<file path="config.mk">
export PLATFORM = sky130hd
export DESIGN_NAME = packed_pixel_to_rgb888_flat
export DESIGN_NICKNAME = d
export VERILOG_FILES = /design/src/rtl/core/ppr_pkg.sv /design/src/rtl/core/ppr_if.sv /design/src/rtl/core/ppr_collect.sv /design/src/rtl/core/ppr_unpack.sv /design/src/rtl/core/packed_pixel_to_rgb888.sv /design/src/flat_wrapper.sv
export VERILOG_INCLUDE_DIRS = /design/src /design/src/rtl/core
export SDC_FILE = /design/constraint.sdc
export NUM_CORES = 1
export LEC_CHECK = 0
export ABC_AREA = 1
export ABC_CLOCK_PERIOD_IN_PS = 4200
export BUFFER_PORTS_ARGS = -buffer_cell sky130_fd_sc_hd__buf_2
export CAP_MARGIN = 10
export CORE_MARGIN = 1
export CORE_UTILIZATION = 50
export CTS_BUF_LIST = sky130_fd_sc_hd__clkbuf_4 sky130_fd_sc_hd__clkbuf_8 sky130_fd_sc_hd__clkbuf_16
export DETAILED_ROUTE_END_ITERATION = 10
export GPL_TIMING_DRIVEN = 0
export HOLD_SLACK_MARGIN = 0.02
export PLACE_DENSITY = 0.65
export SYNTH_ARGS = -nofsm -noshare
export SYNTH_HDL_FRONTEND = slang
export SYNTH_SLANG_ARGS = --single-unit
</file>
<file path="constraint.sdc">
create_clock -name i_clk -period 4.2 [get_ports i_clk]
set_input_delay 0.63 -clock i_clk [delete_from_list [all_inputs] [get_ports i_clk]]
set_output_delay 0.63 -clock i_clk [all_outputs]
set_load 0.1 [all_outputs]
</file>
<file path="src/rtl/core/packed_pixel_to_rgb888_assert.svh">
// Assertion macros for the packed pixel unpacker.
// Included by every RTL file that carries concurrent assertions.
`ifndef PACKED_PIXEL_TO_RGB888_ASSERT_SVH
`define PACKED_PIXEL_TO_RGB888_ASSERT_SVH

`ifndef ASSERT_OFF
`define PPR_ASSERT(lbl, clk, rst_n, prop) \
    lbl: assert property (@(posedge clk) disable iff (!rst_n) prop) \
        else $error("%m: assertion failed");
`define PPR_ASSERT_RST(lbl, clk, rst_n, prop) \
    lbl: assert property (@(posedge clk) !rst_n |=> prop) \
        else $error("%m: reset assertion failed");
`else
`define PPR_ASSERT(lbl, clk, rst_n, prop)
`define PPR_ASSERT_RST(lbl, clk, rst_n, prop)
`endif

`endif

</file>
<file path="src/rtl/core/ppr_pkg.sv">
// Shared types, codes and field helpers for the packed pixel unpacker.
// No dependencies; used by all RTL files of the block.
package ppr_pkg;

    localparam int unsigned CHAN_BITS = 8;
    localparam int unsigned CFG_DATA_BITS = 4;
    localparam int unsigned CFG_IDX_BITS = 3;

    typedef enum logic [1:0] {
        CH_RED   = 2'd0,
        CH_GREEN = 2'd1,
        CH_BLUE  = 2'd2,
        CH_NONE  = 2'd3
    } t_chan;

    typedef enum logic [CFG_IDX_BITS-1:0] {
        CFG_BPP         = 3'd0,
        CFG_FIRST_BITS  = 3'd1,
        CFG_SECOND_BITS = 3'd2,
        CFG_THIRD_BITS  = 3'd3,
        CFG_FIRST_DEST  = 3'd4,
        CFG_SECOND_DEST = 3'd5,
        CFG_THIRD_DEST  = 3'd6
    } t_cfg_idx;

    typedef struct packed {
        logic [1:0] bpp;
        logic [3:0] first_bits;
        logic [3:0] second_bits;
        logic [3:0] third_bits;
        logic [1:0] first_dest;
        logic [1:0] second_dest;
        logic [1:0] third_dest;
    } t_cfg;

    typedef struct packed {
        logic [CHAN_BITS-1:0] b0;
        logic [CHAN_BITS-1:0] b1;
        logic [CHAN_BITS-1:0] b2;
        logic [1:0]           n;
    } t_pix;

    function automatic logic [3:0] sat_bits(input logic [3:0] w);
        return (w > 4'd8) ? 4'd8 : w;
    endfunction

    // low w bits of (word >> pos), moved to the top of the channel
    function automatic logic [CHAN_BITS-1:0] take_field(input logic [15:0] word,
                                                        input logic [4:0]  pos,
                                                        input logic [3:0]  w);
        logic [15:0] v;
        logic [3:0]  sh;
        v  = word >> pos;
        sh = 4'd8 - w;
        return v[CHAN_BITS-1:0] << sh;
    endfunction

endpackage

</file>
<file path="src/rtl/core/ppr_if.sv">
// Stream interfaces of the packed pixel unpacker: source bytes in, RGB888 out.
// Depends on ppr_pkg for the channel width.
interface ppr_byte_if
    import ppr_pkg::*;
();
    logic                 valid;
    logic                 ready;
    logic [CHAN_BITS-1:0] src_byte;

    modport source (output valid, output src_byte, input ready);
    modport sink   (input valid, input src_byte, output ready);
endinterface

interface ppr_rgb_if
    import ppr_pkg::*;
();
    logic                 valid;
    logic                 ready;
    logic [CHAN_BITS-1:0] red;
    logic [CHAN_BITS-1:0] green;
    logic [CHAN_BITS-1:0] blue;

    modport source (output valid, output red, output green, output blue, input ready);
    modport sink   (input valid, input red, input green, input blue, output ready);
endinterface

</file>
<file path="src/rtl/core/ppr_collect.sv">
// Byte collector: tracks the byte phase, holds partial pixels and registers
// each completed pixel for the unpack stage. Depends on ppr_pkg and ppr_if.
`include "packed_pixel_to_rgb888_assert.svh"

module ppr_collect
    import ppr_pkg::*;
(
    input  logic       i_clk,
    input  logic       i_rst_n,
    input  t_cfg       i_cfg,
    ppr_byte_if.sink   i_byte,
    output logic       o_s_valid,
    input  logic       i_s_ready,
    output t_pix       o_pix
);

    logic [1:0]           r_phase;
    logic                 r_s_valid;
    t_pix                 r_pix;
    logic [CHAN_BITS-1:0] r_held [2];

    logic [1:0] ph;
    logic [1:0] n;
    logic [2:0] ph_next;
    logic       complete;
    logic       accept;
    t_pix       n_pix;

    always_comb begin
        ph       = (r_phase == 2'd3) ? 2'd2 : r_phase;
        n        = (i_cfg.bpp == 2'd0) ? 2'd1 : i_cfg.bpp;
        ph_next  = {1'b0, ph} + 3'd1;
        complete = (ph_next >= {1'b0, n});
        n_pix.n  = n;
        n_pix.b0 = (ph == 2'd0) ? i_byte.src_byte : r_held[0];
        n_pix.b1 = (ph == 2'd1) ? i_byte.src_byte : r_held[1];
        n_pix.b2 = (ph == 2'd2) ? i_byte.src_byte : '0;
    end

    assign i_byte.ready = !r_s_valid || i_s_ready;
    assign accept       = i_byte.valid && i_byte.ready;
    assign o_s_valid    = r_s_valid;
    assign o_pix        = r_pix;

    always_ff @(posedge i_clk) begin
        if (!i_rst_n) begin
            r_phase   <= 2'd0;
            r_s_valid <= 1'b0;
        end else begin
            if (accept) begin
                r_phase <= complete ? 2'd0 : ph_next[1:0];
            end
            if (accept && complete) begin
                r_s_valid <= 1'b1;
            end else if (i_s_ready) begin
                r_s_valid <= 1'b0;
            end
        end
    end

    always_ff @(posedge i_clk) begin
        if (accept && !complete) begin
            r_held[ph[0]] <= i_byte.src_byte;
        end
        if (accept && complete) begin
            r_pix <= n_pix;
        end
    end

    `PPR_ASSERT(a_complete_loads, i_clk, i_rst_n, (accept && complete) |=> r_s_valid)
    `PPR_ASSERT(a_phase_advance, i_clk, i_rst_n,
                (accept && !complete) |=> (r_phase == $past(ph_next[1:0])))
    `PPR_ASSERT(a_stage_holds, i_clk, i_rst_n,
                (r_s_valid && !i_s_ready) |=> (r_s_valid && $stable(r_pix)))
    `PPR_ASSERT_RST(a_reset_phase, i_clk, i_rst_n, (r_phase == 2'd0) && !r_s_valid)

endmodule

</file>
<file path="src/rtl/core/ppr_unpack.sv">
// Unpack stage: splits a collected pixel into fields, merges them into the
// held channel values and drives the result register. Depends on ppr_pkg, ppr_if.
`include "packed_pixel_to_rgb888_assert.svh"

module ppr_unpack
    import ppr_pkg::*;
(
    input  logic      i_clk,
    input  logic      i_rst_n,
    input  t_cfg      i_cfg,
    input  logic      i_s_valid,
    output logic      o_s_ready,
    input  t_pix      i_pix,
    ppr_rgb_if.source o_rgb
);

    logic                 r_o_valid;
    logic [CHAN_BITS-1:0] r_red;
    logic [CHAN_BITS-1:0] r_green;
    logic [CHAN_BITS-1:0] r_blue;
    logic [CHAN_BITS-1:0] n_red;
    logic [CHAN_BITS-1:0] n_green;
    logic [CHAN_BITS-1:0] n_blue;

    logic                 o_free;
    logic                 load;
    logic [3:0]           fb;
    logic [3:0]           sb;
    logic [3:0]           tb;
    logic [15:0]          word;
    logic [4:0]           pos1;
    logic [CHAN_BITS-1:0] f [3];
    logic [1:0]           dest [3];

    always_comb begin
        fb   = sat_bits(i_cfg.first_bits);
        sb   = sat_bits(i_cfg.second_bits);
        tb   = sat_bits(i_cfg.third_bits);
        word = (i_pix.n == 2'd2) ? {i_pix.b0, i_pix.b1} : {8'h00, i_pix.b0};
        pos1 = {1'b0, sb} + {1'b0, tb};
        if (i_pix.n == 2'd3) begin
            f[0] = i_pix.b0;
            f[1] = i_pix.b1;
            f[2] = i_pix.b2;
        end else begin
            f[0] = take_field(word, pos1, fb);
            f[1] = take_field(word, {1'b0, tb}, sb);
            f[2] = take_field(word, 5'd0, tb);
        end
    end

    assign dest[0] = i_cfg.first_dest;
    assign dest[1] = i_cfg.second_dest;
    assign dest[2] = i_cfg.third_dest;

    always_comb begin
        n_red   = r_red;
        n_green = r_green;
        n_blue  = r_blue;
        for (int i = 0; i < 3; i++) begin
            case (t_chan'(dest[i]))
                CH_RED:   n_red   = f[i];
                CH_GREEN: n_green = f[i];
                CH_BLUE:  n_blue  = f[i];
                default:  ;
            endcase
        end
    end

    assign o_free      = !r_o_valid || o_rgb.ready;
    assign load        = i_s_valid && o_free;
    assign o_s_ready   = o_free;
    assign o_rgb.valid = r_o_valid;
    assign o_rgb.red   = r_red;
    assign o_rgb.green = r_green;
    assign o_rgb.blue  = r_blue;

    always_ff @(posedge i_clk) begin
        if (!i_rst_n) begin
            r_o_valid <= 1'b0;
            r_red     <= '0;
            r_green   <= '0;
            r_blue    <= '0;
        end else begin
            if (o_free) begin
                r_o_valid <= i_s_valid;
            end
            if (load) begin
                r_red   <= n_red;
                r_green <= n_green;
                r_blue  <= n_blue;
            end
        end
    end

    `PPR_ASSERT(a_load_shows, i_clk, i_rst_n, load |=> r_o_valid)
    `PPR_ASSERT(a_idle_keeps, i_clk, i_rst_n,
                !load |=> ($stable(r_red) && $stable(r_green) && $stable(r_blue)))
    `PPR_ASSERT(a_no_load_stalled, i_clk, i_rst_n,
                (r_o_valid && !o_rgb.ready) |-> !load)

endmodule

</file>
<file path="src/rtl/core/packed_pixel_to_rgb888.sv">
// Top level of the packed pixel to RGB888 unpacker: configuration registers,
// byte collector and unpack stage. Depends on ppr_pkg, ppr_if, ppr_collect, ppr_unpack.
//
//  port      dir   handshake       payload
//  i_byte    in    valid/ready     src_byte[7:0]
//  o_rgb     out   valid/ready     red[7:0] green[7:0] blue[7:0]
//  i_cfg_*   in    write enable    idx[2:0] data[3:0]
//
// One byte is taken every cycle while input is ready; a pixel of 1, 2 or 3 bytes
// gives one result (collect register, then result register).
// Reset clears the byte phase, the channel values and both valid flags, and
// loads the register defaults (3 bytes per pixel, 8-bit fields, red/green/blue).
// A stalled result holds the collect register; input stops only once both fill.
`include "packed_pixel_to_rgb888_assert.svh"

module packed_pixel_to_rgb888
    import ppr_pkg::*;
(
    input  logic                     i_clk,
    input  logic                     i_rst_n,
    input  logic                     i_cfg_we,
    input  logic [CFG_IDX_BITS-1:0]  i_cfg_idx,
    input  logic [CFG_DATA_BITS-1:0] i_cfg_data,
    ppr_byte_if.sink                 i_byte,
    ppr_rgb_if.source                o_rgb
);

    t_cfg r_cfg;
    logic s_valid;
    logic s_ready;
    t_pix pix;

    always_ff @(posedge i_clk) begin
        if (!i_rst_n) begin
            r_cfg.bpp         <= 2'd3;
            r_cfg.first_bits  <= 4'd8;
            r_cfg.second_bits <= 4'd8;
            r_cfg.third_bits  <= 4'd8;
            r_cfg.first_dest  <= CH_RED;
            r_cfg.second_dest <= CH_GREEN;
            r_cfg.third_dest  <= CH_BLUE;
        end else if (i_cfg_we) begin
            case (t_cfg_idx'(i_cfg_idx))
                CFG_BPP:         r_cfg.bpp         <= i_cfg_data[1:0];
                CFG_FIRST_BITS:  r_cfg.first_bits  <= i_cfg_data;
                CFG_SECOND_BITS: r_cfg.second_bits <= i_cfg_data;
                CFG_THIRD_BITS:  r_cfg.third_bits  <= i_cfg_data;
                CFG_FIRST_DEST:  r_cfg.first_dest  <= i_cfg_data[1:0];
                CFG_SECOND_DEST: r_cfg.second_dest <= i_cfg_data[1:0];
                CFG_THIRD_DEST:  r_cfg.third_dest  <= i_cfg_data[1:0];
                default:         ;
            endcase
        end
    end

    ppr_collect u_collect (
        .i_clk     (i_clk),
        .i_rst_n   (i_rst_n),
        .i_cfg     (r_cfg),
        .i_byte    (i_byte),
        .o_s_valid (s_valid),
        .i_s_ready (s_ready),
        .o_pix     (pix)
    );

    ppr_unpack u_unpack (
        .i_clk     (i_clk),
        .i_rst_n   (i_rst_n),
        .i_cfg     (r_cfg),
        .i_s_valid (s_valid),
        .o_s_ready (s_ready),
        .i_pix     (pix),
        .o_rgb     (o_rgb)
    );

    `PPR_ASSERT(a_stalled_out_holds, i_clk, i_rst_n,
                (o_rgb.valid && !o_rgb.ready) |=> (o_rgb.valid && $stable(o_rgb.red)))
    `PPR_ASSERT(a_full_blocks_input, i_clk, i_rst_n,
                (s_valid && o_rgb.valid && !o_rgb.ready) |-> !i_byte.ready)
    `PPR_ASSERT(a_bits_write, i_clk, i_rst_n,
                (i_cfg_we && (i_cfg_idx == CFG_FIRST_BITS)) |=>
                (r_cfg.first_bits == $past(i_cfg_data)))

endmodule
</file>
<file path="src/flat_wrapper.sv">
// flat-port wrapper written by rule: the top's interface ports become plain ports
module packed_pixel_to_rgb888_flat import ppr_pkg::*;
  (i_clk, i_rst_n, i_cfg_we, i_cfg_idx, i_cfg_data, i_byte_valid, i_byte_src_byte, i_byte_ready, o_rgb_valid, o_rgb_red, o_rgb_green, o_rgb_blue, o_rgb_ready);
  ppr_byte_if i_byte_i ();
  ppr_rgb_if o_rgb_i ();
  input  logic i_clk;
  input  logic i_rst_n;
  input  logic i_cfg_we;
  input  logic [CFG_IDX_BITS-1:0] i_cfg_idx;
  input  logic [CFG_DATA_BITS-1:0] i_cfg_data;
  input wire logic [$bits(i_byte_i.valid)-1:0] i_byte_valid;
  input wire logic [$bits(i_byte_i.src_byte)-1:0] i_byte_src_byte;
  output wire logic [$bits(i_byte_i.ready)-1:0] i_byte_ready;
  output wire logic [$bits(o_rgb_i.valid)-1:0] o_rgb_valid;
  output wire logic [$bits(o_rgb_i.red)-1:0] o_rgb_red;
  output wire logic [$bits(o_rgb_i.green)-1:0] o_rgb_green;
  output wire logic [$bits(o_rgb_i.blue)-1:0] o_rgb_blue;
  input wire logic [$bits(o_rgb_i.ready)-1:0] o_rgb_ready;
  assign i_byte_i.valid = i_byte_valid;
  assign i_byte_i.src_byte = i_byte_src_byte;
  assign i_byte_ready = i_byte_i.ready;
  assign o_rgb_valid = o_rgb_i.valid;
  assign o_rgb_red = o_rgb_i.red;
  assign o_rgb_green = o_rgb_i.green;
  assign o_rgb_blue = o_rgb_i.blue;
  assign o_rgb_i.ready = o_rgb_ready;
  packed_pixel_to_rgb888 u_core (.i_clk(i_clk), .i_rst_n(i_rst_n), .i_cfg_we(i_cfg_we), .i_cfg_idx(i_cfg_idx), .i_cfg_data(i_cfg_data), .i_byte(i_byte_i), .o_rgb(o_rgb_i));
endmodule
</file>
# After elaboration in Yosys (flattened, before gate mapping)
# Memory sizes are Yosys's and may differ from the RTL's.
# Index checks and enable logic that the tools add are counted.
[classes]
n_addsub = 5
mul = 0
n_div = 0
magnitude_cmp = 4
eq_ne = 17
shift = 5
n_mux = 23
n_bitwise = 0
reduce_logical = 29
[ops]
columns = ["op", "n"]
rows = [
  ["$mux W8", 11],
  ["$mux W24", 1],
  ["$shl A8 B4 Y8", 3],
  ["$reduce_and A2 Y1", 10],
  ["$mux W16", 1],
  ["$shr A16 B4 Y8", 1],
  ["$shr A16 B5 Y8", 1],
  ["$eq A2 B2 Y1 const B", 7],
  ["$gt A4 B4 Y1 const B", 3],
  ["$mux W4", 3],
  ["$sub A4 B4 Y4 const A", 3],
  ["$logic_not A2 Y1", 5],
  ["$eq A3 B3 Y1 const B", 3],
  ["$reduce_bool A3 Y1", 3],
  ["$eq A2 B1 Y1 const B", 4],
  ["$eq A3 B2 Y1 const B", 2],
  ["$mux W2", 3],
  ["$add A4 B4 Y5", 1],
  ["$logic_and A1 B1 Y1", 4],
  ["$mux W1", 4],
  ["$add A2 B1 Y3 const B", 1],
  ["$eq A3 B1 Y1 const B", 1],
  ["$ge A3 B2 Y1", 1],
  ["$logic_not A1 Y1", 3],
  ["other kinds (3)", 4],
]
[word_totals]
reg_bits = 74
latch_bits = 0
ramBits = 16
mem_bits_ro = 0
inputBits = 20
output_inout_bits = 26
n_memories = 1
[memory_table]
columns = ["name", "depth", "word_bits", "read_ports", "rd_ports_with_merged_regs", "wr", "line", "rtl"]
rows = [
  ["u_core.u_collect.r_held", 2, 8, 2, 0, 1, "ppr_collect.sv:20", "logic [CHAN_BITS-1:0] r_held [2];"],
]

# Logic depth before layout (Yosys ltp)
[depth]
word_depth = 9
ltp_mapped = 23

# Cells and area by module
# A second synthesis with hierarchy kept.
[hier_totals]
cells_unflattened = 1038
hier_area_um2 = 6740.2
[modules_own_cells]
columns = ["module", "instances", "cells_per_inst", "area_per_inst_um2", "seq_area_each_um2"]
rows = [
  ["ppr_unpack", 1, 773, 4078.9, 500.5],
  ["ppr_collect", 1, 140, 1833.0, 1321.3],
  ["packed_pixel_to_rgb888", 1, 125, 828.3, 400.4],
]

# Worst setup path before layout
# Ideal clock, no wire load.
[synth_timing]
kind = "register to register"
from = "reg u_core.u_unpack.r_o_valid (netlist: u_core.u_unpack.o_rgb.valid)"
to = "reg u_core.u_collect.r_pix, in the netlist u_core.u_collect.o_pix[0] (enable)"
setup_time_ns = 0.412
t_arrival_ns = 3.044
setup_slack_ns = 0.744
path_stages_with_launch = 4
path_buffers = 0
synth_period_minus_slack_ns = 3.456
cell_sequence = "dfxtp_1 nand3_1 nand2_1 nor2_1"
[synth_between]
elab_chain_len = 5
[synth_lines]
columns = ["item", "line", "rtl"]
rows = [
  ["from (decl)", "ppr_unpack.sv:17", "logic r_o_valid;"],
  ["from (signal assigned)", "ppr_unpack.sv:86", "r_o_valid <= i_s_valid;"],
  ["$logic_not A1 Y1", "ppr_unpack.sv:70", "assign o_free = !r_o_valid || o_rgb.ready;"],
  ["$logic_or A1 B1 Y1", "ppr_unpack.sv:70", ""],
  ["$logic_or A1 B1 Y1", "ppr_collect.sv:40", "assign i_byte.ready = !r_s_valid || i_s_ready;"],
  ["net i_byte_ready", "flat_wrapper.sv:13", "output wire logic [$bits(i_byte_i.ready)-1:0] i_byte_ready;"],
  ["$logic_and A1 B1 Y1", "ppr_collect.sv:41", "assign accept = i_byte.valid && i_byte.ready;"],
  ["$logic_and A1 B1 Y1", "ppr_collect.sv:65", "if (accept && complete) begin"],
  ["to (signal assigned)", "ppr_collect.sv:66", "r_pix <= n_pix;"],
  ["to (decl)", "ppr_collect.sv:19", "t_pix r_pix;"],
]
# The timed path passes the listed nets, and every way through them passes these cells.
# A chain may end at the register's enable or synchronous reset.

# Worst setup path after layout
[layout_timing]
from = "reg u_core.r_cfg[6] (netlist name)"
to = "reg u_core.u_unpack.r_red[7] (netlist: u_core.u_unpack.o_rgb.red[7])"
[layout_between]
elab_chain_len = 9
word_cells_on_any_way = 13
[layout_lines]
columns = ["item", "line", "rtl"]
rows = [
  ["from (decl)", "packed_pixel_to_rgb888.sv:28", "t_cfg r_cfg;"],
  ["$gt A4 B4 Y1", "ppr_pkg.sv:44", "return (w > 4'd8) ? 4'd8 : w;"],
  ["$mux W4 (*)", "ppr_pkg.sv:44", ""],
  ["$add A4 B4 Y5", "ppr_unpack.sv:40", "pos1 = {1'b0, sb} + {1'b0, tb};"],
  ["$shr A16 B5 Y8", "ppr_pkg.sv:53", "v = word >> pos;"],
  ["$shl A8 B4 Y8", "ppr_pkg.sv:55", "return v[CHAN_BITS-1:0] << sh;"],
  ["$mux W24 (*)", "ppr_unpack.sv:41", "if (i_pix.n == 2'd3) begin"],
  ["$mux W8 (2 in a row)", "ppr_unpack.sv:61", "case (t_chan'(dest[i]))"],
  ["$mux W8 (*)", "ppr_unpack.sv:61", ""],
  ["to (signal assigned)", "ppr_unpack.sv:89", "r_red <= n_red;"],
  ["to (decl)", "ppr_unpack.sv:18", "logic [CHAN_BITS-1:0] r_red;"],
]
# Every way passes the cells marked *; elsewhere a longest branch is shown, timed or not. The select of a mux whose other input is x is not followed.

==> results.md <==
- Status: complete, no violations
- Slew margin rel.: 0.489
- Leak: 3.45 nW
- Share of layout cells above drive strength 1: 0.111
- H-tree depth: 3
- Chip width: 115 um
- Final Max Slew Viols: 0
- Remaining DRCs: 0
- Pin count of the biggest net entering global routing: 18
- EDFF count, synth: 42
- Final WS setup: 0.349 ns
- Area growth syn-to-layout: 12.5%
- Place WS: 0.498 ns
- Sink Count: 90
- FF-to-FF Start: u_core.r_cfg[6]
- Worst Max-Slew Pin Slew: 0.766 ns
- Number of global-route vias before repair: 5878
- Row Count: 41
- Clock group share of total power: 0.354
- PD cells: 357 nW/um2
- Syn_nets: 1020
- Leading area contributor after synthesis: edfxtp_1
- Layout Nets: 1077
- Fill count: 1268
- CTS tree: done
- Grt ovf: 0
- Crit. End Element: flop
- Critical path launch point: u_core.r_cfg[6]
- Fin crit period: 3.85 ns
- Sw Ratio: 0.341
- Share of the synthesized area in the top cell type: 0.196
- Setup_tns: 0 ns
- Worst-path fanout max: 10
- Drt pass-1 iters: 6
- Seq/Total Area, Yosys: 0.346
- DP HPWL: 15600 um
- Reg-to-Reg End: u_core.u_unpack.o_rgb.red[7]
- Number of vias in the routed layout: 6709
- CP Class: flop to flop
- Flop pwr share: 0.396
- 1st-iter DRT viols: 638
- Total CTS buffers: 9
- Cts repair resizes: 0
- # setup viols final: 0
- Wire per inst: 16.2 um
- Hold path start: u_core.u_collect.o_s_valid
- Min Hold Slack: 0.465 ns
- Synthesized flop and latch total: 90
- Boundary Pins: 46
- Cell area after synthesis: 6420 um2
- Gate Count Post-Synth: 990
- Internal Power: 0.00170 W
- Clock Pin Slew Worst Setup and Hold Paths: 0.07 ns
- Fin crit share: 0.917
- Required time worst endpoint: 4.45 ns
- Comb pwr share: 0.249
- Hold crit path type: flop to flop
- Fmax: 0.260 GHz
- Most instantiated library cell after synthesis: nand2_1
- Maxcap violations: 0
- I/O Buffers: 45
- Die Y-Extent: 115 um
- CP Launch Type: flop
- Post-synthesis cell type count: 40
- Synth cell count leaders: 275 x nand2_1, 205 x nand3_1, 106 x inv_1
- Via density per instance: 5.48
- Starting Density: 0.511
- Avg Synthesized Cell Area: 6.48 um2
- Synth top area cells: edfxtp_1 20%, nand2_1 16%, nand3_1 16%, dfxtp_1 15%, inv_1 6.2%
- ANT nets after route: 0
- Ys flop type: dfxtp_1
- FF-to-FF setup slack: 0.35 ns
- Hold Crit Endpoint: u_core.u_unpack.o_rgb.valid
- Core ar.: 12600 um2
- Max clock buf depth: 2
- Fin Clk Skew: 0.00837 ns
- Path depth of the worst reg2reg path: 21
- Gr usage total: 0.301
- GPL Wtd Cong: 1.00
- Root Driver: clkbuf_16
- Hold Path Depth: 2
- Antenna Cells: 0
- Initial antenna violation count: 0
- Hold Buf Count CTS: 0
- VDD IR max: 311 uV
- RSZ-0062 raised after global routing: no
- Switching pwr: 0.000879 W
- Final WL: 19800 um
- First-pass GRT wire length: 30100 um
- Ys async rst share: 0
- Worst EP arrival: 4.10 ns
- Clock latency on the worst-skew pair: 0.35 ns
- Yosys warns: 0
- Die area: 13300 um2
- Hold Fails Final Rpt: 0
- Total Power: 0.00258 W
- Postcts setup bufs: 0
flip-flops by register name, indices dropped and copies added (netlist names):
signal                       cells
u_core.u_collect.r_held         16
u_core.u_unpack.o_rgb.red        8
u_core.u_collect.o_s_valid       1
u_core.u_collect.o_pix          26
u_core.u_unpack.o_rgb.valid      1
u_core.r_cfg                    20
u_core.u_unpack.o_rgb.blue       8
u_core.u_unpack.o_rgb.green      8
u_core.u_collect.r_phase         2
placed cells by master, fill, tap and decap left out, drive strengths merged, types with 11 or more instances in the layout:
master and n:
inv 111, nor2 108, nand3 213, o21ai 42, a21oi 50, nand2 285, o211ai 11, buf 66
dfxtp 48, edfxtp 42, clkbuf 18
kinds of logic after synthesis:
logic type               after synthesis  synth area share
adder cells (fa/ha/maj)               10            0.0207
AND/OR/NAND/NOR                      625             0.428
AO/OA/AOI/OAI                        117             0.105
XOR/XNOR                               4           0.00663
flip-flops                            90             0.346
buffers and inverters                144            0.0941
stage by stage:
stage	cell area, um2	cells	utilization
2_1_floorplan	6420	990	-
3_3_place_gp	6860	1207	0.546
3_5_place_dp	6880	1208	0.547
4_1_cts	7220	1224	0.575
5_1_grt	7220	1224	0.575
6_report	7220	1224	0.575
power groups by stage:
stage | sequential [W] | combinational (W) | clock (W)
floorplan | 0.00114 | 0.000361 | 0
global placement | 0.00104 | 0.000625 | 0
detailed placement | 0.00104 | 0.000631 | 0
CTS | 0.00102 | 0.000633 | 0.000929
global route | 0.00103 | 0.000700 | 0.000952
finish | 0.00102 | 0.000644 | 0.000915
worst max path at each step:
stage,to,slack [ns],cells after the start
after detailed placement,u_core.u_unpack.o_rgb.green[4],0.50,21
after CTS,u_core.u_unpack.o_rgb.green[4],0.48,21
after floorplan,u_core.u_collect.o_pix[0],0.74,3
final,u_core.u_unpack.o_rgb.red[7],0.35,21
after global routing,u_core.u_unpack.o_rgb.green[4],0.11,21
after global placement,u_core.u_collect.o_pix[10],0.18,6
layer usage:
layer / track usage / wire length, um / vias to the layer above
met3: 0.0517 / 1160 / 48
met1: 0.398 / 8930 / 2986
li1: - / - / 3411
met2: 0.486 / 8900 / 264
met5: 0 / 0 / -
met4: 0.131 / 786 / 0
final cells by class:
type	count	area, um2	share of cell area
buffer	28	169	0.0234
clock buffer	10	239	0.0331
clock inverter	6	108	0.0149
inverter	116	435	0.0603
multi-input combinational	756	3600	0.498
sequential	90	2220	0.308
tap	172	215	0.0298
timing repair buffer	46	240	0.0333
worst max-delay path: stages (launching register included):
cell and delay, ns:
dfxtp_1 0.37, nor2_1 0.12, nand2_1 0.10, a21oi_1 0.39, ha_1 0.24, inv_1 0.05, fa_1 0.39, xnor2_1 0.51
inv_1 0.29, buf_4 0.25, nand3_1 0.09, nand3_1 0.11, nand3_1 0.10, nand2_1 0.07, nand2_1 0.06, nand2_1 0.05
nand2_1 0.09, nand3_1 0.16, nand2_1 0.09, nand3_1 0.11, nand2_1 0.07, inv_1 0.03
Note: power is estimated with default switching activity, not from simulation.
